### config.mk
export PLATFORM = sky130hd
export DESIGN_NAME = html_escape_stream_top_flat
export DESIGN_NICKNAME = d
export VERILOG_FILES = /design/src/design/hes_pkg.sv /design/src/design/hes_if.sv /design/src/design/html_escape_stream_top.sv /design/src/design/hes_core.sv /design/src/flat_wrapper.sv
export SDC_FILE = /design/constraint.sdc
export NUM_CORES = 1
export LEC_CHECK = 0
export ABC_AREA = 1
export CELL_PAD_IN_SITES_DETAIL_PLACEMENT = 1
export CELL_PAD_IN_SITES_GLOBAL_PLACEMENT = 1
export CORE_UTILIZATION = 48
export DETAILED_ROUTE_END_ITERATION = 10
export DONT_BUFFER_PORTS = 1
export PLACE_DENSITY_LB_ADDON = 0.08
export SYNTH_ARGS = -nofsm -noshare
export SYNTH_HDL_FRONTEND = slang
export SYNTH_SLANG_ARGS = --single-unit
### constraint.sdc
create_clock -name clk -period 5.83 [get_ports clk]
set_clock_uncertainty 0.2 [all_clocks]
set_input_delay 0.8745 -clock clk [delete_from_list [all_inputs] [get_ports clk]]
set_output_delay 0.8745 -clock clk [all_outputs]
set_load 0.02 [all_outputs]
### src/design/hes_pkg.sv
`timescale 1ns / 1ps
// ----------------------------------------------------------------------------
// hes_pkg: shared types and tables for the html escape stream
// Character classes, entity spellings and configuration register codes.
// ----------------------------------------------------------------------------
package hes_pkg;

	localparam int ADDR_W = 3;
	localparam int DATA_W = 32;

	// register index taken from paddr bit 2
	localparam logic REG_OUT_CAPACITY = 1'b0;

	localparam logic [15:0] CAP_RESET = 16'd128;

	localparam logic [7:0] CH_END   = 8'h00;
	localparam logic [7:0] CH_SPACE = 8'h20;
	localparam logic [7:0] CH_DEL   = 8'h7F;
	localparam logic [7:0] CH_SUBST = 8'h3F;
	localparam logic [7:0] CH_AMP   = 8'h26;
	localparam logic [7:0] CH_LT    = 8'h3C;
	localparam logic [7:0] CH_GT    = 8'h3E;
	localparam logic [7:0] CH_QUOT  = 8'h22;
	localparam logic [7:0] CH_APOS  = 8'h27;

	typedef enum logic [2:0] {
		KIND_PLAIN,
		KIND_AMP,
		KIND_LT,
		KIND_GT,
		KIND_QUOT,
		KIND_APOS
	} kind_t;

	// classify a source byte
	function automatic kind_t char_kind(input logic [7:0] c);
		kind_t k;
		case (c)
			CH_AMP:  k = KIND_AMP;
			CH_LT:   k = KIND_LT;
			CH_GT:   k = KIND_GT;
			CH_QUOT: k = KIND_QUOT;
			CH_APOS: k = KIND_APOS;
			default: k = KIND_PLAIN;
		endcase
		return k;
	endfunction

	// number of bytes in the entity for a class
	function automatic logic [2:0] ent_len(input kind_t k);
		logic [2:0] n;
		case (k)
			KIND_AMP:  n = 3'd5;
			KIND_LT:   n = 3'd4;
			KIND_GT:   n = 3'd4;
			KIND_QUOT: n = 3'd6;
			KIND_APOS: n = 3'd5;
			default:   n = 3'd1;
		endcase
		return n;
	endfunction

	// byte idx of the entity for a class
	function automatic logic [7:0] ent_byte(input kind_t k, input logic [2:0] idx);
		logic [7:0] b;
		b = 8'h3B; // ';' closes every entity
		if (idx == 3'd0) begin
			b = CH_AMP;
		end else begin
			case (k)
				KIND_AMP: begin
					case (idx)
						3'd1:    b = 8'h61; // a
						3'd2:    b = 8'h6D; // m
						3'd3:    b = 8'h70; // p
						default: b = 8'h3B;
					endcase
				end
				KIND_LT: begin
					case (idx)
						3'd1:    b = 8'h6C; // l
						3'd2:    b = 8'h74; // t
						default: b = 8'h3B;
					endcase
				end
				KIND_GT: begin
					case (idx)
						3'd1:    b = 8'h67; // g
						3'd2:    b = 8'h74; // t
						default: b = 8'h3B;
					endcase
				end
				KIND_QUOT: begin
					case (idx)
						3'd1:    b = 8'h71; // q
						3'd2:    b = 8'h75; // u
						3'd3:    b = 8'h6F; // o
						3'd4:    b = 8'h74; // t
						default: b = 8'h3B;
					endcase
				end
				KIND_APOS: begin
					case (idx)
						3'd1:    b = 8'h23; // #
						3'd2:    b = 8'h33; // 3
						3'd3:    b = 8'h39; // 9
						default: b = 8'h3B;
					endcase
				end
				default: b = 8'h3B;
			endcase
		end
		return b;
	endfunction

endpackage

### src/design/hes_if.sv
`timescale 1ns / 1ps
// ----------------------------------------------------------------------------
// hes_if: stream channels of the html escape stream
// Source character channel and escaped byte channel, valid/ready handshake.
// ----------------------------------------------------------------------------
interface hes_src_if;
	logic       valid;
	logic       ready;
	logic [7:0] char_byte;

	modport source (output valid, output char_byte, input ready);
	modport sink (input valid, input char_byte, output ready);
endinterface

interface hes_dst_if;
	logic        valid;
	logic        ready;
	logic [7:0]  out_byte;
	logic [15:0] out_pos;
	logic        is_terminator;
	logic        truncated;
	logic        run_last;

	modport source (output valid, output out_byte, output out_pos, output is_terminator,
		output truncated, output run_last, input ready);
	modport sink (input valid, input out_byte, input out_pos, input is_terminator,
		input truncated, input run_last, output ready);
endinterface

### src/design/html_escape_stream_top.sv
`timescale 1ns / 1ps
// ----------------------------------------------------------------------------
// html_escape_stream_top: streaming html escaper into a bounded buffer
// A source item passes through the input register and then the result register.
// Throughput: one item per cycle for single-byte results while the output is ready; an
// entity item is held while the single result register emits its four to six bytes in turn.
// Reset: write position 0, string open, out_capacity 128, channels empty.
// ----------------------------------------------------------------------------
module html_escape_stream_top
	import hes_pkg::*;
(
	input  logic              clk,
	input  logic              arst_n,
	input  logic              psel,
	input  logic              penable,
	input  logic              pwrite,
	input  logic [ADDR_W-1:0] paddr,
	input  logic [DATA_W-1:0] pwdata,
	output logic [DATA_W-1:0] prdata,
	output logic              pready,
	hes_src_if.sink           src,
	hes_dst_if.source         dst
);

	logic [15:0] cap_q;
	logic        reg_sel;

	// configuration register
	assign pready  = 1'b1;
	assign reg_sel = (paddr[2] == REG_OUT_CAPACITY);

	always_ff @(posedge clk or negedge arst_n) begin
		if (!arst_n) begin
			cap_q <= CAP_RESET;
		end else if (psel && penable && pwrite && pready && reg_sel) begin
			cap_q <= pwdata[15:0];
		end
	end

	assign prdata = reg_sel ? {16'd0, cap_q} : '0;

	// escape datapath
	hes_core u_core (
		.clk          (clk),
		.arst_n       (arst_n),
		.out_capacity (cap_q),
		.src          (src),
		.dst          (dst)
	);

	// a truncation flag only rides on the closing terminator
	assert property (@(posedge clk) disable iff (!arst_n)
		dst.valid && dst.truncated |-> dst.is_terminator && dst.run_last)
		else $error("truncated set on a non-terminator result");

	// terminators carry a zero byte
	assert property (@(posedge clk) disable iff (!arst_n)
		dst.valid && dst.is_terminator |-> dst.out_byte == 8'h00 && dst.run_last)
		else $error("terminator with non-zero byte");

	// entity bytes follow each other at consecutive positions
	assert property (@(posedge clk) disable iff (!arst_n)
		dst.valid && dst.ready && !dst.run_last |=>
			dst.valid && dst.out_pos == $past(dst.out_pos) + 16'd1)
		else $error("entity byte missing or out of place");

endmodule

### src/design/hes_core.sv
`timescale 1ns / 1ps
// ----------------------------------------------------------------------------
// hes_core: escape datapath
// Input register, escape decision and a result register that emits one byte per cycle while the output is ready.
// ----------------------------------------------------------------------------
module hes_core
	import hes_pkg::*;
(
	input  logic          clk,
	input  logic          arst_n,
	input  logic [15:0]   out_capacity,
	hes_src_if.sink       src,
	hes_dst_if.source     dst
);

	logic        valid_s1;
	logic [7:0]  char_s1;
	logic [15:0] wpos_q;
	logic        closed_q;
	logic [2:0]  idx_q;

	logic        out_valid_q;
	logic [7:0]  out_byte_q;
	logic [15:0] out_pos_q;
	logic        out_term_q;
	logic        out_trunc_q;
	logic        out_last_q;

	kind_t       kind;
	logic [2:0]  rep_len;
	logic [15:0] cap_eff;
	logic        full_one;
	logic        full_rep;
	logic        is_end;
	logic        is_trunc;
	logic        has_res;
	logic [7:0]  res_byte;
	logic [15:0] res_pos;
	logic        res_term;
	logic        res_trunc;
	logic        res_last;
	logic        out_load;
	logic        consume;
	logic [15:0] wpos_next;

	// escape decision for the held item
	always_comb begin
		kind      = char_kind(char_s1);
		rep_len   = ent_len(kind);
		cap_eff   = (out_capacity == 16'd0) ? 16'd1 : out_capacity;
		full_one  = ({1'b0, wpos_q} + 17'd1) >= {1'b0, cap_eff};
		full_rep  = (kind != KIND_PLAIN) &&
			(({1'b0, wpos_q} + {14'd0, rep_len}) >= {1'b0, cap_eff});
		is_end    = (char_s1 == CH_END);
		is_trunc  = !is_end && !closed_q && (full_one || full_rep);
		has_res   = is_end ? !closed_q : !closed_q;
		res_byte  = 8'h00;
		res_pos   = wpos_q;
		res_term  = 1'b0;
		res_trunc = 1'b0;
		res_last  = 1'b1;
		wpos_next = wpos_q + 16'd1;
		if (is_end) begin
			res_term = 1'b1;
		end else if (is_trunc) begin
			res_term  = 1'b1;
			res_trunc = 1'b1;
		end else if (kind != KIND_PLAIN) begin
			res_byte  = ent_byte(kind, idx_q);
			res_pos   = wpos_q + {13'd0, idx_q};
			res_last  = (idx_q == rep_len - 3'd1);
			wpos_next = wpos_q + {13'd0, rep_len};
		end else if (char_s1 >= CH_SPACE && char_s1 != CH_DEL) begin
			res_byte = char_s1;
		end else begin
			res_byte = CH_SUBST;
		end
	end

	// handshake between the input register and the result register
	assign out_load  = valid_s1 && has_res && (!out_valid_q || dst.ready);
	assign consume   = valid_s1 && (!has_res || (out_load && res_last));
	assign src.ready = !valid_s1 || consume;

	// input register
	always_ff @(posedge clk or negedge arst_n) begin
		if (!arst_n) begin
			valid_s1 <= 1'b0;
		end else if (src.ready) begin
			valid_s1 <= src.valid;
		end
	end

	always_ff @(posedge clk) begin
		if (src.ready && src.valid) begin
			char_s1 <= src.char_byte;
		end
	end

	// position, closed flag and entity byte index
	always_ff @(posedge clk or negedge arst_n) begin
		if (!arst_n) begin
			wpos_q   <= 16'd0;
			closed_q <= 1'b0;
			idx_q    <= 3'd0;
		end else if (consume) begin
			idx_q <= 3'd0;
			if (is_end) begin
				wpos_q   <= 16'd0;
				closed_q <= 1'b0;
			end else if (is_trunc) begin
				closed_q <= 1'b1;
			end else if (!closed_q) begin
				wpos_q <= wpos_next;
			end
		end else if (out_load) begin
			idx_q <= idx_q + 3'd1;
		end
	end

	// result register
	always_ff @(posedge clk or negedge arst_n) begin
		if (!arst_n) begin
			out_valid_q <= 1'b0;
		end else if (out_load) begin
			out_valid_q <= 1'b1;
		end else if (dst.ready) begin
			out_valid_q <= 1'b0;
		end
	end

	always_ff @(posedge clk) begin
		if (out_load) begin
			out_byte_q  <= res_byte;
			out_pos_q   <= res_pos;
			out_term_q  <= res_term;
			out_trunc_q <= res_trunc;
			out_last_q  <= res_last;
		end
	end

	assign dst.valid         = out_valid_q;
	assign dst.out_byte      = out_byte_q;
	assign dst.out_pos       = out_pos_q;
	assign dst.is_terminator = out_term_q;
	assign dst.truncated     = out_trunc_q;
	assign dst.run_last      = out_last_q;

endmodule

### src/flat_wrapper.sv
// flat-port wrapper written by rule: the top's interface ports become plain ports
module html_escape_stream_top_flat import hes_pkg::*;
  (clk, arst_n, psel, penable, pwrite, paddr, pwdata, prdata, pready, src_valid, src_char_byte, src_ready, dst_valid, dst_out_byte, dst_out_pos, dst_is_terminator, dst_truncated, dst_run_last, dst_ready);
  hes_src_if src_i ();
  hes_dst_if dst_i ();
  input  logic clk;
  input  logic arst_n;
  input  logic psel;
  input  logic penable;
  input  logic pwrite;
  input  logic [ADDR_W-1:0] paddr;
  input  logic [DATA_W-1:0] pwdata;
  output logic [DATA_W-1:0] prdata;
  output logic pready;
  input wire logic [$bits(src_i.valid)-1:0] src_valid;
  input wire logic [$bits(src_i.char_byte)-1:0] src_char_byte;
  output wire logic [$bits(src_i.ready)-1:0] src_ready;
  output wire logic [$bits(dst_i.valid)-1:0] dst_valid;
  output wire logic [$bits(dst_i.out_byte)-1:0] dst_out_byte;
  output wire logic [$bits(dst_i.out_pos)-1:0] dst_out_pos;
  output wire logic [$bits(dst_i.is_terminator)-1:0] dst_is_terminator;
  output wire logic [$bits(dst_i.truncated)-1:0] dst_truncated;
  output wire logic [$bits(dst_i.run_last)-1:0] dst_run_last;
  input wire logic [$bits(dst_i.ready)-1:0] dst_ready;
  assign src_i.valid = src_valid;
  assign src_i.char_byte = src_char_byte;
  assign src_ready = src_i.ready;
  assign dst_valid = dst_i.valid;
  assign dst_out_byte = dst_i.out_byte;
  assign dst_out_pos = dst_i.out_pos;
  assign dst_is_terminator = dst_i.is_terminator;
  assign dst_truncated = dst_i.truncated;
  assign dst_run_last = dst_i.run_last;
  assign dst_i.ready = dst_ready;
  html_escape_stream_top u_core (.clk(clk), .arst_n(arst_n), .psel(psel), .penable(penable), .pwrite(pwrite), .paddr(paddr), .pwdata(pwdata), .prdata(prdata), .pready(pready), .src(src_i), .dst(dst_i));
endmodule
After elaboration in Yosys (flattened, before gate mapping):

Cells that the tools add are included.

* add/sub/neg operators: 7
* multiplexer cells: 30
* equal/unequal tests: 18
* reduce and logical (&&, ||, !) cells: 32
* bitwise logic cells: 1
* magnitude comparators: 3

Operators with widths (number)
* $mux 16: 9
* $eq 8x6->1 const B: 5
* $pmux 8 s5: 1
* $ge 17x16->1: 2
* $add 16x3->16: 2
* $pmux 7 s2: 2
* $pmux 7 s4: 1
* $mux 8: 3
* $pmux 7 s3: 1
* $add 16x1->17 const B: 1
* $add 16x3->17: 1
* $add 16x1->16 const B: 1
* $logic_not 16->1: 1
* $pmux 3 s5: 1
* $pmux 5 s3: 1
* $eq 3x2->1 const B: 4
* $logic_and 1x1->1: 12
* $eq 3x3->1 const B: 3
* $pmux 3 s3: 1
* $ge 8x6->1 const B: 1
* $logic_not 8->1: 1
* $mux 1: 8
* $ne 8x7->1 const B: 1
* $eq 3x1->1 const B: 2
* 15 further kinds: 26

* output and inout bits: 62
* register bits after elaboration: 73

Logic depth before layout (Yosys ltp):

* word-level depth: 17
* mapped depth: 34
* depth with buffers taken out: 32

By module:

A second synthesis with hierarchy kept.

* cell total of the unflattened synthesis: 826
* area total of the unflattened synthesis: 6117.1 sq um

Modules (own cells, without submodules)
* hes_core: instances 1, seq. area each 1601.5 sq um, cells an instance 701, area each 5177.5 sq um
* html_escape_stream_top: instances 1, seq. area each 401.6 sq um, cells an instance 125, area each 939.7 sq um

Worst setup path after synthesis:

No wires, ideal clock.

* path type: reg2out
* start point: register u_core.u_core.char_s1[6]
* end point: output src_ready
* data arrival time: 3.576 ns
* cell stages (with the launch flop): 28
* setup slack: 1.179 ns
* path buffers: 1
* cells stage by stage: edfxtp_1 -> inv_1 -> nand2_2 -> nor3_4 -> nand3_4 -> nand2_4 -> inv_4 -> nand2_8 -> clkbuf_1 -> ha_1 -> nand3_1 -> nand3_1 -> nand2_1 -> nor2_1 -> xor2_1 -> ha_1 -> inv_1 -> nor3_1 -> nand3_1 -> nor3_1 -> nor2_1 -> nand2_1 -> nand2_1 -> nand2_1 -> nand2_2 -> nand2_4 -> nand2_4 -> nand2_1

* word-level cells in the longest chain between the ends: 16
* elaborated cells between the ends (all ways): 32

RTL lines
* start, declared: line hes_core.sv:17 `logic [7:0] char_s1;`
* start signal, assigned: line hes_core.sv:96 `char_s1 <= src.char_byte;`
* $eq 8x6->1: line hes_pkg.sv:38 `case (c)`
* $pmux 3 s5: line hes_pkg.sv:38
* $eq 3x3->1, or another cell as far along: line hes_pkg.sv:52 `case (k)`
* $reduce_or 2->1 (no source line)
* $pmux 3 s3: line hes_pkg.sv:52
* $add 16x3->17: line hes_core.sv:53 `(({1'b0, wpos_q} + {14'd0, rep_len}) >= {1'b0, cap_eff});`
* $ge 17x16->1: line hes_core.sv:53
* $logic_and 1x1->1: line hes_core.sv:52 `full_rep = (kind != KIND_PLAIN) &&`
* $logic_or 1x1->1: line hes_core.sv:55 `is_trunc = !is_end && !closed_q && (full_one || full_rep);`
* $logic_and 1x1->1: line hes_core.sv:55
* $mux 1: line hes_core.sv:65 `end else if (is_trunc) begin`
* $mux 1 *: line hes_core.sv:63 `if (is_end) begin`
* named net u_core.u_core.res_last: line hes_core.sv:41 `logic res_last;`
* $logic_and 1x1->1 *: line hes_core.sv:82 `assign consume = valid_s1 && (!has_res || (out_load && res_last));`
* $logic_or 1x1->1 *: line hes_core.sv:82
* $logic_and 1x1->1 *: line hes_core.sv:82
* $logic_or 1x1->1 *: line hes_core.sv:83 `assign src.ready = !valid_s1 || consume;`
* end, declared: line flat_wrapper.sv:17 `output wire logic [$bits(src_i.ready)-1:0] src_ready;`

The timed path passes the listed nets; every way through them passes the cells marked *.

Worst setup path in the final report:

Ends and elaborated chain as after synthesis.

==> results.md <==
* Status: complete, no violations
* Data required, critical path at 4.76 ns
* Routed Antenna Nets at 0
* Post-route DRC at 0
* Fmax at 183 MHz
* Worst Hold Class: in2async
* Post-CTS Hold Buffers at 0
* Global-route wire length before repair at 28.5 mm
* Sw Share at 42.2%
* Number of max-cap violations at 0
* Worst VDD drop at 0.217 mV
* Synth Area in XOR/XNOR at 8.32%
* Finished Layout Cells at 941
* Largest net degree at the start of global routing at 39
* Sequential fraction of the synthesis area at 33.5%
* Psw at 877 uW
* Average wire per standard cell at 19.0 um
* WP data arrival at 4.40 ns
* Clock Pin Slew Worst Setup and Hold Paths at 0.06 ns
* Post-Synth Simple-Gate Area at 26.4%
* Util after Layout at 53.0%
* Std cell rows at 40
* Hpwl dp at 13.7 mm
* LEAKAGE at 3.13 nW
* DP Cell Count at 922
* Max incr delay on CP at 0.39 ns
* Main combinational cell family by area after synthesis: simple AND/OR/NAND/NOR gates
* Tcrit/Tclk final at 93.9%
* Ports at 112
* Die ar. at 0.0129 mm^2
* Startpoint class of the critical path: register
* Cell with the most instances after synthesis: nand2_1
* Post-Syn Area at 0.00599 mm^2
* Clk sink count at 73
* Vias after detailed routing at 5084
* DR vias/cell at 5.40
* CTS tree: built
* Drt pass-1 iters at 5
* FFs w/ async S/R, synth at 52.1%
* Number of synthesized register bits at 73
* Worst R2R Start: u_core.u_core.char_s1[6]
* Gate power share at 36.3%
* Setup TNS at 0 ns
* Die extent in x at 114 um
* Most frequent CP cell: nand2_1
* CTS H-tree lvls at 3
* CTS buffer count at 9
* Actual slew at the worst max-slew pin at 0.885 ns
* Adder-Cell Fraction of Synth Area at 10.8%
* Final Max Tran Viols at 0
* Core Region at 0.0121 mm^2
* Slew margin rel. at 40.7%
* R2r setup slk at 0.76 ns
* Unrepaired setup endpoints after global routing: false
* Reg area at 0.00200 mm^2
* Clock Power Share at 27.1%
* Area share of the largest cell type after synthesis at 17.6%
* Starting Density at 49.6%
* Number of I/O port buffers at 0
* Synth top area cells: edfxtp_1 18%, dfrtp_1 15%, ha_1 9.8%
* Fillcell total at 1494
* Worst setup EP type: output pin
* Register share of total power at 36.5%
* Syn Area/Cell at 7.75 um^2
* Clock Tree Root: clkbuf_16
* Reg2Reg Depth at 29
* Layout area overhead at 6.69%
* Total global-route track usage at 29.5%
* Min Clock Period, post-route at 5.48 ns
* Multi-input gate area at 0.00337 mm^2
* Grt total ovfl at 0
* Most used flip-flop cell after synthesis: dfrtp_1
* Synth warnings at 0
* Iter 0 DRT Violations at 317
* Mapped Cells at 773
* Worst path top cell family by delay: simple AND/OR/NAND/NOR gates
* Critical-path top delay cell: edfxtp_1
* Netlist cell types at 50
* Die Ht at 114 um
* Internal power at 1.20 mW
* Compound-gate portion of the synthesized area at 9.72%
* Number of antenna diodes at 0
* Clock latency on the worst-skew pair at 0.35 ns
* Worst r2r dst: u_core.u_core.dst.out_pos[3]
* Total Wirelength at 17.9 mm
* Gp weighted congestion at 0.887
* Vias in the first global route at 5164
* Final Hold Vio Count at 0
* Crit path max fanout at 28
* Final net count at 868
* Post-synthesis mux area share at 0%
* Cell taking the most area after synthesis: edfxtp_1
* Number of setup violations in the final report at 0
* CP bufs+invs at 2
* Initial antenna violation count at 0
* Max clock buf depth at 2
* Critical Setup Path Class: reg2out
* Number of flops mapped to enable cells by yosys at 35
* P per Cell Area at 326 mW/mm^2
* Post-synth top cells: 138 x nand2_1, 102 x inv_1, 98 x nor2_1
* Share of cells above drive strength 1 at 8.80%
## registers in the layout, summed over array words and instances (netlist names)
signal and flops:
u_core.cap_q 16, u_core.u_core.char_s1 8, u_core.u_core.closed_q 1, u_core.u_core.dst.is_terminator 1, u_core.u_core.dst.out_byte 8, u_core.u_core.dst.out_pos 16, u_core.u_core.dst.run_last 1, u_core.u_core.dst.truncated 1
u_core.u_core.dst.valid 1, u_core.u_core.idx_q 3, u_core.u_core.valid_s1 1, u_core.u_core.wpos_q 16
## final cells by class
class,count,area share (%)
well taps,168,3.29
clock inverters,7,1.10
multi-input cells,562,52.8
inverters,112,6.66
repair buffers,10,1.29
clock buffers,9,3.53
flip-flops and latches,73,31.4
## stage by stage
step / power [mW] / setup WS, ns / area, um^2 / hold slack [ns]
3_5_place_dp: 1.50 / 0.688 / 6060 / 0.338
2_1_floorplan: 1.29 / 1.18 / 6040 / 0.284
5_1_grt: 2.21 / 0.0362 / 6390 / 0.00468
4_1_cts: 2.09 / 0.279 / 6360 / 0.00539
6_report: 2.08 / 0.353 / 6390 / 0.0132
3_3_place_gp: 1.46 / 0.750 / 6060 / 0.307
## power groups by stage
stage               combinational (mW)  sequential [mW]  clock, mW
floorplan                        0.548            0.740          0
global placement                 0.694            0.766          0
detailed placement               0.728            0.769          0
CTS                              0.752            0.760      0.575
global route                     0.845            0.771      0.590
finish                           0.756            0.759      0.565
## cells in the final DEF, fill, tap and decap left out, types with 4 or more instances in the layout
cell       netlist  routed
inv_1          102     102
nand3_1         24      24
nand2_1        138     138
nand4_1         28      28
dfrtp_1         37      37
inv_2            6       6
a21oi_1         45      45
xor2_1          53      53
nor4_1           5       5
conb_1           2      17
o21ai_0         34      34
ha_1            47      47
clkbuf_16        0       9
nor2_2           4       4
edfxtp_1        35      35
nor2_1          98      98
nand2_2         16      16
nor3_1          12      12
buf_4           20       9
## cells by family (layout without fill, tap and decap cells)
group,after synthesis,count (layout)
AO/OA/AOI/OAI,102,102
XOR/XNOR,56,56
adder cells (fa/ha/maj),50,50
buffers and inverters,153,138
flip-flops,73,73
other,2,17
AND/OR/NAND/NOR,337,337
## worst max path at each step
stage                              from        end  cells past startpoint
5_1_grt        u_core.u_core.char_s1[6]  src_ready                     27
3_3_place_gp   u_core.u_core.char_s1[6]  src_ready                     27
6_report       u_core.u_core.char_s1[6]  src_ready                     27
4_1_cts        u_core.u_core.char_s1[6]  src_ready                     27
2_1_floorplan  u_core.u_core.char_s1[6]  src_ready                     27
3_5_place_dp   u_core.u_core.char_s1[6]  src_ready                     27
## repair_timing
| item | 4_1_cts | 5_1_grt |
|---|---|---|
| resized for setup | 0 | 0 |
| endpoints found under the setup margin | 0 | 1 |
| buffers inserted | 0 | 2 |
## metal layers
layer  wire length, um  track usage (%)
met5                 0                0
met3               570             3.45
met1              8260             39.7
met2              8640             48.9
met4               420             10.4
(Power assumes the default switching activity.)
